File: src/rtl/core/ale_pkg.sv
// shared types and constants of the array linked list engine
package ale_pkg;

  localparam int DEF_SLOTS     = 10;
  localparam int DEF_KEY_WIDTH = 32;
  localparam int IN_KEY_W      = 32;
  localparam int SLOT_IDX_W    = 4;

  typedef enum logic [1:0] {
    FUNC_INS_AFTER  = 2'd0,
    FUNC_INS_BEFORE = 2'd1,
    FUNC_DELETE     = 2'd2,
    FUNC_FIND       = 2'd3
  } func_e;

  typedef enum logic [1:0] {
    STAT_OK    = 2'd0,
    STAT_FULL  = 2'd1,
    STAT_EMPTY = 2'd2,
    STAT_MISS  = 2'd3
  } status_e;

  typedef enum logic [3:0] {
    ST_CLEAR,
    ST_IDLE,
    ST_SCAN,
    ST_PSCAN,
    ST_DSCAN,
    ST_INS_A,
    ST_INS_B,
    ST_DEL_A,
    ST_DEL_B,
    ST_RESP
  } state_e;

  typedef enum logic [1:0] {
    PH_ADDR,
    PH_LINK,
    PH_NEXT
  } phase_e;

  typedef struct packed {
    func_e                func;
    logic [IN_KEY_W-1:0]  search_key;
    logic [IN_KEY_W-1:0]  new_key;
  } req_t;

  typedef struct packed {
    status_e                status;
    logic [SLOT_IDX_W-1:0]  slot_index;
  } rsp_t;

endpackage

File: src/rtl/core/ale_ram.sv
// generic single write port ram with registered read
module ale_ram #(
  parameter int WIDTH = 8,
  parameter int DEPTH = 16,
  localparam int AddrW = (DEPTH > 1) ? $clog2(DEPTH) : 1
) (
  input  logic             clk_i,
  input  logic             we_i,
  input  logic [AddrW-1:0] waddr_i,
  input  logic [WIDTH-1:0] wdata_i,
  input  logic [AddrW-1:0] raddr_i,
  output logic [WIDTH-1:0] rdata_o
);

  logic [WIDTH-1:0] mem_q [DEPTH];
  logic [WIDTH-1:0] rdata_q;

  always_ff @(posedge clk_i) begin
    if (we_i) begin
      mem_q[waddr_i] <= wdata_i;
    end
    rdata_q <= mem_q[raddr_i];
  end

  assign rdata_o = rdata_q;

endmodule

File: src/rtl/core/ale_seq.sv
// request sequencer: slot scans, list relinking and clearing pass
module ale_seq import ale_pkg::*; #(
  parameter int SLOTS     = DEF_SLOTS,
  parameter int KEY_WIDTH = DEF_KEY_WIDTH,
  localparam int LinkW = $clog2(SLOTS + 2),
  localparam int AddrW = $clog2(SLOTS + 1)
) (
  input  logic                 clk_i,
  input  logic                 rst_ni,
  input  logic                 req_valid_i,
  input  req_t                 req_i,
  output logic                 req_ready_o,
  output logic                 rsp_valid_o,
  output rsp_t                 rsp_o,
  input  logic                 rsp_ready_i,
  output logic [AddrW-1:0]     mem_raddr_o,
  output logic [AddrW-1:0]     mem_waddr_o,
  output logic                 link_we_o,
  output logic [LinkW-1:0]     link_wdata_o,
  input  logic [LinkW-1:0]     link_rdata_i,
  output logic                 key_we_o,
  output logic [KEY_WIDTH-1:0] key_wdata_o,
  input  logic [KEY_WIDTH-1:0] key_rdata_i
);

  localparam int CntW = $clog2(SLOTS + 1);
  localparam logic [LinkW-1:0] LinkNull = {LinkW{1'b1}};
  localparam logic [LinkW-1:0] LastIdx  = LinkW'(SLOTS);
  localparam logic [LinkW-1:0] EndIdx   = LinkW'(SLOTS + 1);

  state_e state_q, state_d;
  phase_e ph_q, ph_d;
  logic [LinkW-1:0] idx_q, idx_d;
  logic [LinkW-1:0] tag_q, tag_d;
  logic tag_vld_q, tag_vld_d;
  logic [CntW-1:0] cnt_q, cnt_d;
  logic hit_q, hit_d;
  logic [LinkW-1:0] hit_slot_q, hit_slot_d;
  logic [LinkW-1:0] hit_link_q, hit_link_d;
  logic fr_found_q, fr_found_d;
  logic [LinkW-1:0] fr_q, fr_d;
  logic pred_found_q, pred_found_d;
  logic [LinkW-1:0] pred_q, pred_d;
  logic [LinkW-1:0] nx_q, nx_d;
  func_e func_q, func_d;
  logic [KEY_WIDTH-1:0] skey_q, skey_d;
  logic [KEY_WIDTH-1:0] nkey_q, nkey_d;
  rsp_t rsp_q, rsp_d;

  logic scan_done;
  logic is_insert;
  logic list_full;
  logic list_empty;
  logic nx_used;

  assign scan_done  = (idx_q == EndIdx) && !tag_vld_q;
  assign is_insert  = req_i.func inside {FUNC_INS_AFTER, FUNC_INS_BEFORE};
  assign list_full  = cnt_q >= CntW'(SLOTS);
  assign list_empty = cnt_q == '0;
  assign nx_used    = (nx_q != '0) && (nx_q <= LastIdx) && (link_rdata_i != LinkNull);

  // next state
  always_comb begin
    state_d = state_q;
    case (state_q)
      ST_CLEAR: begin
        if (idx_q == LastIdx) state_d = ST_IDLE;
      end
      ST_IDLE: begin
        if (req_valid_i) begin
          if (is_insert) begin
            if (list_full) state_d = ST_RESP;
            else if (list_empty) state_d = ST_INS_A;
            else if (req_i.func == FUNC_INS_AFTER) state_d = ST_SCAN;
            else state_d = ST_PSCAN;
          end else if (list_empty) begin
            state_d = ST_RESP;
          end else begin
            state_d = ST_SCAN;
          end
        end
      end
      ST_SCAN: begin
        if (scan_done) begin
          case (func_q)
            FUNC_DELETE:    state_d = hit_q ? ST_DSCAN : ST_RESP;
            FUNC_INS_AFTER: state_d = (hit_q && fr_found_q) ? ST_INS_A : ST_RESP;
            default:        state_d = ST_RESP;
          endcase
        end
      end
      ST_DSCAN: begin
        if (scan_done) state_d = pred_found_q ? ST_DEL_A : ST_RESP;
      end
      ST_PSCAN: begin
        if (ph_q == PH_ADDR && idx_q == EndIdx) begin
          state_d = (hit_q && fr_found_q) ? ST_INS_A : ST_RESP;
        end
      end
      ST_INS_A: state_d = ST_INS_B;
      ST_INS_B: state_d = ST_RESP;
      ST_DEL_A: state_d = ST_DEL_B;
      ST_DEL_B: state_d = ST_RESP;
      ST_RESP: begin
        if (rsp_ready_i) state_d = ST_IDLE;
      end
      default: state_d = ST_IDLE;
    endcase
  end

  // datapath and memory ports
  always_comb begin
    ph_d         = ph_q;
    idx_d        = idx_q;
    tag_d        = tag_q;
    tag_vld_d    = 1'b0;
    cnt_d        = cnt_q;
    hit_d        = hit_q;
    hit_slot_d   = hit_slot_q;
    hit_link_d   = hit_link_q;
    fr_found_d   = fr_found_q;
    fr_d         = fr_q;
    pred_found_d = pred_found_q;
    pred_d       = pred_q;
    nx_d         = nx_q;
    func_d       = func_q;
    skey_d       = skey_q;
    nkey_d       = nkey_q;
    rsp_d        = rsp_q;
    mem_raddr_o  = idx_q[AddrW-1:0];
    mem_waddr_o  = idx_q[AddrW-1:0];
    link_we_o    = 1'b0;
    link_wdata_o = LinkNull;
    key_we_o     = 1'b0;
    key_wdata_o  = nkey_q;
    case (state_q)
      ST_CLEAR: begin
        link_we_o    = 1'b1;
        link_wdata_o = (idx_q == '0) ? '0 : LinkNull;
        idx_d        = idx_q + 1'b1;
      end
      ST_IDLE: begin
        if (req_valid_i) begin
          func_d       = req_i.func;
          skey_d       = KEY_WIDTH'(req_i.search_key);
          nkey_d       = KEY_WIDTH'(req_i.new_key);
          hit_d        = 1'b0;
          fr_found_d   = 1'b0;
          pred_found_d = 1'b0;
          ph_d         = PH_ADDR;
          rsp_d        = '{status: STAT_OK, slot_index: '0};
          idx_d        = (req_i.func == FUNC_INS_BEFORE) ? '0 : LinkW'(1);
          if (is_insert) begin
            if (list_full) begin
              rsp_d.status = STAT_FULL;
            end else if (list_empty) begin
              fr_d       = LinkW'(1);
              hit_slot_d = '0;
              hit_link_d = '0;
            end
          end else if (list_empty) begin
            rsp_d.status = STAT_EMPTY;
          end
        end
      end
      ST_SCAN, ST_DSCAN: begin
        if (idx_q <= LastIdx) begin
          idx_d     = idx_q + 1'b1;
          tag_d     = idx_q;
          tag_vld_d = 1'b1;
        end
        if (tag_vld_q) begin
          if (state_q == ST_SCAN) begin
            if (link_rdata_i == LinkNull && !fr_found_q) begin
              fr_found_d = 1'b1;
              fr_d       = tag_q;
            end
            if (link_rdata_i != LinkNull && key_rdata_i == skey_q && !hit_q) begin
              hit_d      = 1'b1;
              hit_slot_d = tag_q;
              hit_link_d = link_rdata_i;
            end
          end else if (!pred_found_q && link_rdata_i == hit_slot_q) begin
            pred_found_d = 1'b1;
            pred_d       = tag_q;
          end
        end
        if (scan_done) begin
          if (state_q == ST_DSCAN) begin
            if (!pred_found_q) rsp_d.status = STAT_MISS;
            else rsp_d.slot_index = SLOT_IDX_W'(hit_slot_q);
          end else if (!hit_q) begin
            rsp_d.status = STAT_MISS;
          end else if (func_q == FUNC_FIND) begin
            rsp_d.slot_index = SLOT_IDX_W'(hit_slot_q);
          end else if (func_q == FUNC_DELETE) begin
            idx_d = '0;
          end else if (!fr_found_q) begin
            rsp_d.status = STAT_FULL;
          end
        end
      end
      ST_PSCAN: begin
        case (ph_q)
          PH_ADDR: begin
            if (idx_q <= LastIdx) begin
              ph_d = PH_LINK;
            end else if (!hit_q) begin
              rsp_d.status = STAT_MISS;
            end else if (!fr_found_q) begin
              rsp_d.status = STAT_FULL;
            end
          end
          PH_LINK: begin
            if (idx_q != '0 && link_rdata_i == LinkNull) begin
              if (!fr_found_q) begin
                fr_found_d = 1'b1;
                fr_d       = idx_q;
              end
              idx_d = idx_q + 1'b1;
              ph_d  = PH_ADDR;
            end else begin
              nx_d        = link_rdata_i;
              mem_raddr_o = link_rdata_i[AddrW-1:0];
              ph_d        = PH_NEXT;
            end
          end
          PH_NEXT: begin
            if (nx_used && key_rdata_i == skey_q && !hit_q) begin
              hit_d      = 1'b1;
              hit_slot_d = idx_q;
              hit_link_d = nx_q;
            end
            idx_d = idx_q + 1'b1;
            ph_d  = PH_ADDR;
          end
          default: ph_d = PH_ADDR;
        endcase
      end
      ST_INS_A: begin
        mem_waddr_o  = fr_q[AddrW-1:0];
        key_we_o     = 1'b1;
        link_we_o    = 1'b1;
        link_wdata_o = hit_link_q;
      end
      ST_INS_B: begin
        mem_waddr_o      = hit_slot_q[AddrW-1:0];
        link_we_o        = 1'b1;
        link_wdata_o     = fr_q;
        cnt_d            = cnt_q + 1'b1;
        rsp_d.slot_index = SLOT_IDX_W'(fr_q);
      end
      ST_DEL_A: begin
        mem_waddr_o  = pred_q[AddrW-1:0];
        link_we_o    = 1'b1;
        link_wdata_o = hit_link_q;
      end
      ST_DEL_B: begin
        mem_waddr_o  = hit_slot_q[AddrW-1:0];
        link_we_o    = 1'b1;
        link_wdata_o = LinkNull;
        cnt_d        = cnt_q - 1'b1;
      end
      default: begin
      end
    endcase
  end

  assign req_ready_o = (state_q == ST_IDLE);
  assign rsp_valid_o = (state_q == ST_RESP);
  assign rsp_o       = rsp_q;

  always_ff @(posedge clk_i or negedge rst_ni) begin
    if (!rst_ni) begin
      state_q      <= ST_CLEAR;
      ph_q         <= PH_ADDR;
      idx_q        <= '0;
      tag_vld_q    <= 1'b0;
      cnt_q        <= '0;
      hit_q        <= 1'b0;
      fr_found_q   <= 1'b0;
      pred_found_q <= 1'b0;
    end else begin
      state_q      <= state_d;
      ph_q         <= ph_d;
      idx_q        <= idx_d;
      tag_vld_q    <= tag_vld_d;
      cnt_q        <= cnt_d;
      hit_q        <= hit_d;
      fr_found_q   <= fr_found_d;
      pred_found_q <= pred_found_d;
    end
  end

  always_ff @(posedge clk_i) begin
    tag_q      <= tag_d;
    hit_slot_q <= hit_slot_d;
    hit_link_q <= hit_link_d;
    fr_q       <= fr_d;
    pred_q     <= pred_d;
    nx_q       <= nx_d;
    func_q     <= func_d;
    skey_q     <= skey_d;
    nkey_q     <= nkey_d;
    rsp_q      <= rsp_d;
  end

endmodule

File: src/rtl/core/array_linked_list_engine.sv
// top level of the array linked list engine
//
// A circular singly linked list of up to SLOTS keys lives in two simple dual
// port rams (keys and links) of SLOTS+1 entries; entry 0 is the list header.
// Requests arrive on req_valid_i/req_ready_o with req_i (func, search_key,
// new_key); each gives exactly one response on rsp_valid_o/rsp_ready_i with
// rsp_o (status, slot_index), in request order.
// One request is in work at a time; its cost is set by the walk over the
// ram through its single read port, one entry per cycle, or in an address,
// a link and a key phase per entry where a link must be followed (insert
// before); delete walks the ram twice, and full, empty or first insert
// need no walk.
// The response sits in an output register, so the next request is taken
// while a response is still held by a stalled receiver.
// After reset a clearing pass sets the header to point at itself and
// marks every data slot free; req_ready_o stays low meanwhile.
module array_linked_list_engine import ale_pkg::*; #(
  parameter int SLOTS     = DEF_SLOTS,
  parameter int KEY_WIDTH = DEF_KEY_WIDTH
) (
  input  logic clk_i,
  input  logic rst_ni,
  input  logic req_valid_i,
  output logic req_ready_o,
  input  req_t req_i,
  output logic rsp_valid_o,
  input  logic rsp_ready_i,
  output rsp_t rsp_o
);

  localparam int LinkW = $clog2(SLOTS + 2);
  localparam int AddrW = $clog2(SLOTS + 1);

  logic [AddrW-1:0]     mem_raddr;
  logic [AddrW-1:0]     mem_waddr;
  logic                 link_we;
  logic [LinkW-1:0]     link_wdata;
  logic [LinkW-1:0]     link_rdata;
  logic                 key_we;
  logic [KEY_WIDTH-1:0] key_wdata;
  logic [KEY_WIDTH-1:0] key_rdata;

  logic seq_rsp_valid;
  logic seq_rsp_ready;
  rsp_t seq_rsp;

  logic out_valid_q, out_valid_d;
  rsp_t out_q;

  ale_seq #(
    .SLOTS     (SLOTS),
    .KEY_WIDTH (KEY_WIDTH)
  ) u_seq (
    .clk_i        (clk_i),
    .rst_ni       (rst_ni),
    .req_valid_i  (req_valid_i),
    .req_i        (req_i),
    .req_ready_o  (req_ready_o),
    .rsp_valid_o  (seq_rsp_valid),
    .rsp_o        (seq_rsp),
    .rsp_ready_i  (seq_rsp_ready),
    .mem_raddr_o  (mem_raddr),
    .mem_waddr_o  (mem_waddr),
    .link_we_o    (link_we),
    .link_wdata_o (link_wdata),
    .link_rdata_i (link_rdata),
    .key_we_o     (key_we),
    .key_wdata_o  (key_wdata),
    .key_rdata_i  (key_rdata)
  );

  ale_ram #(
    .WIDTH (LinkW),
    .DEPTH (SLOTS + 1)
  ) u_link_ram (
    .clk_i   (clk_i),
    .we_i    (link_we),
    .waddr_i (mem_waddr),
    .wdata_i (link_wdata),
    .raddr_i (mem_raddr),
    .rdata_o (link_rdata)
  );

  ale_ram #(
    .WIDTH (KEY_WIDTH),
    .DEPTH (SLOTS + 1)
  ) u_key_ram (
    .clk_i   (clk_i),
    .we_i    (key_we),
    .waddr_i (mem_waddr),
    .wdata_i (key_wdata),
    .raddr_i (mem_raddr),
    .rdata_o (key_rdata)
  );

  // output register
  assign seq_rsp_ready = !out_valid_q || rsp_ready_i;

  always_comb begin
    out_valid_d = out_valid_q;
    if (seq_rsp_valid && seq_rsp_ready) begin
      out_valid_d = 1'b1;
    end else if (rsp_ready_i) begin
      out_valid_d = 1'b0;
    end
  end

  always_ff @(posedge clk_i or negedge rst_ni) begin
    if (!rst_ni) begin
      out_valid_q <= 1'b0;
    end else begin
      out_valid_q <= out_valid_d;
    end
  end

  always_ff @(posedge clk_i) begin
    if (seq_rsp_valid && seq_rsp_ready) begin
      out_q <= seq_rsp;
    end
  end

  assign rsp_valid_o = out_valid_q;
  assign rsp_o       = out_q;

endmodule
File: config.mk
export PLATFORM = sky130hd
export DESIGN_NAME = array_linked_list_engine
export DESIGN_NICKNAME = d
export VERILOG_FILES = /design/src/rtl/core/ale_pkg.sv /design/src/rtl/core/ale_ram.sv /design/src/rtl/core/ale_seq.sv /design/src/rtl/core/array_linked_list_engine.sv
export SDC_FILE = /design/constraint.sdc
export NUM_CORES = 1
export LEC_CHECK = 0
export ABC_CLOCK_PERIOD_IN_PS = 26600
export BUFFER_PORTS_ARGS = -buffer_cell sky130_fd_sc_hd__buf_2
export CORE_MARGIN = 8
export CORE_UTILIZATION = 46
export DETAILED_ROUTE_END_ITERATION = 6
export PLACE_DENSITY_LB_ADDON = 0.15
export SETUP_SLACK_MARGIN = 0.3
export SLEW_MARGIN = 20
export SYNTH_ARGS = -nofsm -noshare
export SYNTH_HDL_FRONTEND = slang
export SYNTH_SLANG_ARGS = --single-unit
File: constraint.sdc
create_clock -name clk_i -period 26.6 [get_ports clk_i]
set_clock_uncertainty 0.1 [all_clocks]
set_input_delay 2.66 -clock clk_i [delete_from_list [all_inputs] [get_ports clk_i]]
set_output_delay 2.66 -clock clk_i [all_outputs]
set_load 0.03 [all_outputs]
==> results_dict.tcl <==
set metrics [dict create \
    die_area_mm2 0.0544 \
    core.rowCount 79 \
    slew_viol_final 0 \
    reg2reg_depth 9 \
    synth_cells 1518 \
    p_per_area_mw_per_mm2 115 \
    dp.final_hpwl_um 29800 \
    setup_viol 0 \
    cp-end-kind "output port" \
    synth_top_area_share 0.689 \
    wl_um 54500 \
    num_antenna_cells 0 \
    cp.buffers_inverters 3 \
    grt_pass1_vias 12900 \
    crit_path_max_incr_delay_ps 390 \
    synthArstFlopShare 0.0344 \
    hold_depth 0 \
    numCtsBuffers 55 \
    synthesis.nets 1598 \
    synth-edff-count 498 \
    status "finished clean" \
    cap_violations 0 \
    clock_sinks 553 \
    fin_crit_sh 0.191 \
    synth_commonest_cells "edfxtp_1, nand2_1, nor2_1" \
    required_ps 23840 \
    fin_tns_setup_ps 0 \
    place_congestion 0.925 \
    grt_start_max_net_pins 181 \
    dr.pass1.iters 6 \
    syn_to_final_growth_pct 14.0 \
    path_class "flop to output port" \
    synth.distinct_cells 70 \
    peakVddDrop_mv 0.0978 \
    cts_tree "yes" \
    cp_num_cells 5 \
    synth_ff_type "edfxtp_1" \
    hold_buffers 0 \
    area.sequential_mm2 0.0162 \
    final_nets 1673 \
    wl_per_cell_um 24.2 \
    syn_area_mm2 0.0217 \
    viasPerCell 5.78 \
    rsz0062_at_grt "false" \
    clock.fmax_mhz 197 \
    ys_warn_count 0 \
    drive_above_1_share 0.141 \
    drc 0 \
    cts_resized 0 \
    max-slew-margin-rel 0.273 \
    ys_seq_area_frac 0.744 \
    crit_chain "buf_4, nor2b_1, nand2_1, inv_1, buf_2" \
    crit_family "buffers and inverters" \
    total_power_w 0.00283 \
    fp.dieH_um 233 \
    synth-seq-cells 553 \
    hold_path.class "flop to flop" \
    pin_count 78 \
    multi_input_area_mm2 0.00524 \
    antenna_left 0 \
    clockBufferDepth 3 \
    grt_pass1_wl_um 81000 \
    track_usage 0.198 \
    leakagePower_nw 8.57 \
    timing_worst_slew_pin_value_ps 1090 \
    clock_latency_ps 610 \
    crit_slowest_cell "buf_4" \
    post-place-ws_ps 21980 \
    whs_ps 326 \
    path_clk_slew_ps 70 \
    fill_cells 3851 \
    port_buffers 77 \
    path_max_fanout 42 \
    cts-root-buf "clkbuf_16" \
    coreArea_mm2 0.0466 \
    setup_ws_ps 21530 \
    synth_most_common_cell "edfxtp_1" \
    synthTopCellsByArea "edfxtp_1, nand2_1, dfxtp_1" \
    synth.avg_cell_area_um2 14.3 \
    h-tree-depth 2 \
    vias 13000 \
    startpoint_type "flop" \
    worst_ep_arrival_time_ps 2310 \
    die_w_um 233 \
    synth.largest_area_cell "edfxtp_1" \
    finalHoldViolations 0 \
    cts_setup_buffers 0 \
    fin_crit_ps 5070 \
    grt_remaining_overflow 0 \
    antenna_found_initial 0 \
    start_util 0.466 \
    drt_iter0_drc 1240 \
]
sequential cells by signal, summed over array words and instances (netlist names):
name	flops
u_seq.nx_q	4
u_seq.skey_q	32
u_seq.hit_q	1
u_seq.fr_found_q	1
u_seq.idx_q	4
u_seq.func_q	2
u_key_ram.rdata_o	32
u_seq.fr_q	4
u_seq.tag_q	4
rsp_o	6
u_seq.hit_link_q	4
u_seq.pred_q	4
u_seq.rsp_o	6
u_seq.cnt_q	4
rsp_valid_o	1
u_link_ram.mem_q	44
u_link_ram.rdata_o	4
u_seq.key_wdata_o	32
u_seq.state_q	4
u_key_ram.mem_q	352
u_seq.pred_found_q	1
u_seq.hit_slot_q	4
u_seq.tag_vld_q	1
u_seq.ph_q	2
area by class of cell:
cell class / instances / area share
tap: 607 / 0.0307
timing repair buffer: 105 / 0.0246
sequential: 553 / 0.653
clock inverter: 33 / 0.0171
multi-input combinational: 863 / 0.212
clock buffer: 71 / 0.0609
inverter: 15 / 0.00238
metal layers:
| metal | GRT usage | part of all wire | vias to the layer above |
|---|---|---|---|
| met5 | 0 | 0 | - |
| met4 | 0.0532 | 0.020 | 0 |
| met3 | 0.0371 | 0.063 | 78 |
| met2 | 0.323 | 0.48 | 479 |
| met1 | 0.271 | 0.44 | 6550 |
| li1 | - | - | 5876 |
worst reg2reg max path: stages (launching register included):
cell	delay [ps]
dfrtp_1	320
buf_4	390
and4bb_2	590
nand2_1	350
o22ai_4	230
buf_4	730
and2_2	750
buf_4	460
a32oi_1	160
a41o_1	240
layout by cell type (no fill, tap or decap), types with 5 or more instances in the layout:
cell,count
edfxtp_1,498
nand2_1,321
nand3_1,77
buf_2,77
nor2_1,67
clkbuf_16,55
mux2i_1,37
a311oi_1,37
a32oi_1,36
a41o_1,36
dfxtp_1,36
buf_4,27
a21oi_1,26
o21ai_0,24
xor2_1,24
dfrtp_1,19
xnor2_1,14
inv_1,14
nor2_4,11
nor2b_1,10
nand2b_1,10
nor4_1,10
clkinv_1,10
ha_1,9
clkinv_2,9
clkbuf_1,9
bufinv_16,9
a22oi_1,8
nor3_1,7
a22o_1,7
mux2_2,7
clkbuf_8,7
nand4_1,6
or3_1,5
power by group:
group          internal (W)  leakage [nW]  total, W  switching, W
Sequential          0.00112          5.04   0.00121     0.0000922
Combinational      0.000262          2.60  0.000802      0.000541
Clock              0.000488         0.940  0.000817      0.000329
Total               0.00187          8.57   0.00283      0.000962
final timing paths:
check                                             startpoint                       endpoint  slack, ps
worst max register to register  u_seq.state_q[0]$_DFFE_PN0P_  u_key_ram.rdata_o[18]$_DFF_P_      22170
max in group asynchronous                             rst_ni     u_seq.cnt_q[2]$_DFFE_PN0N_      24130
worst max-delay path            u_seq.state_q[0]$_DFFE_PN0P_                    req_ready_o      21530
worst min register to register      u_seq.rsp_o[3]$_DFFE_PP_             rsp_o[3]$_DFFE_PP_        330
min in group asynchronous                             rst_ni   u_seq.fr_found_q$_DFFE_PN0P_       1910
worst min-delay path                u_seq.rsp_o[3]$_DFFE_PP_             rsp_o[3]$_DFFE_PP_        330
through the flow:
stage                util  cell area (um2)  std cells
floorplan               -            21700       1518
global placement    0.490            22800       2143
detailed placement  0.490            22800       2143
CTS                 0.532            24800       2247
global route        0.532            24800       2247
finish              0.532            24800       2247
cell families after synthesis:
logic type,after synthesis,synth area share
adders and majority gates,10,0.00611
AOI/OAI and AO/OA,221,0.0819
DFF,553,0.744
muxes,44,0.0207
and+or+nand+nor,550,0.110
xor gates and xnor gates,38,0.0153
buffers and inverters,102,0.0225
No activity file was read; power rests on OpenSTA's default activity.
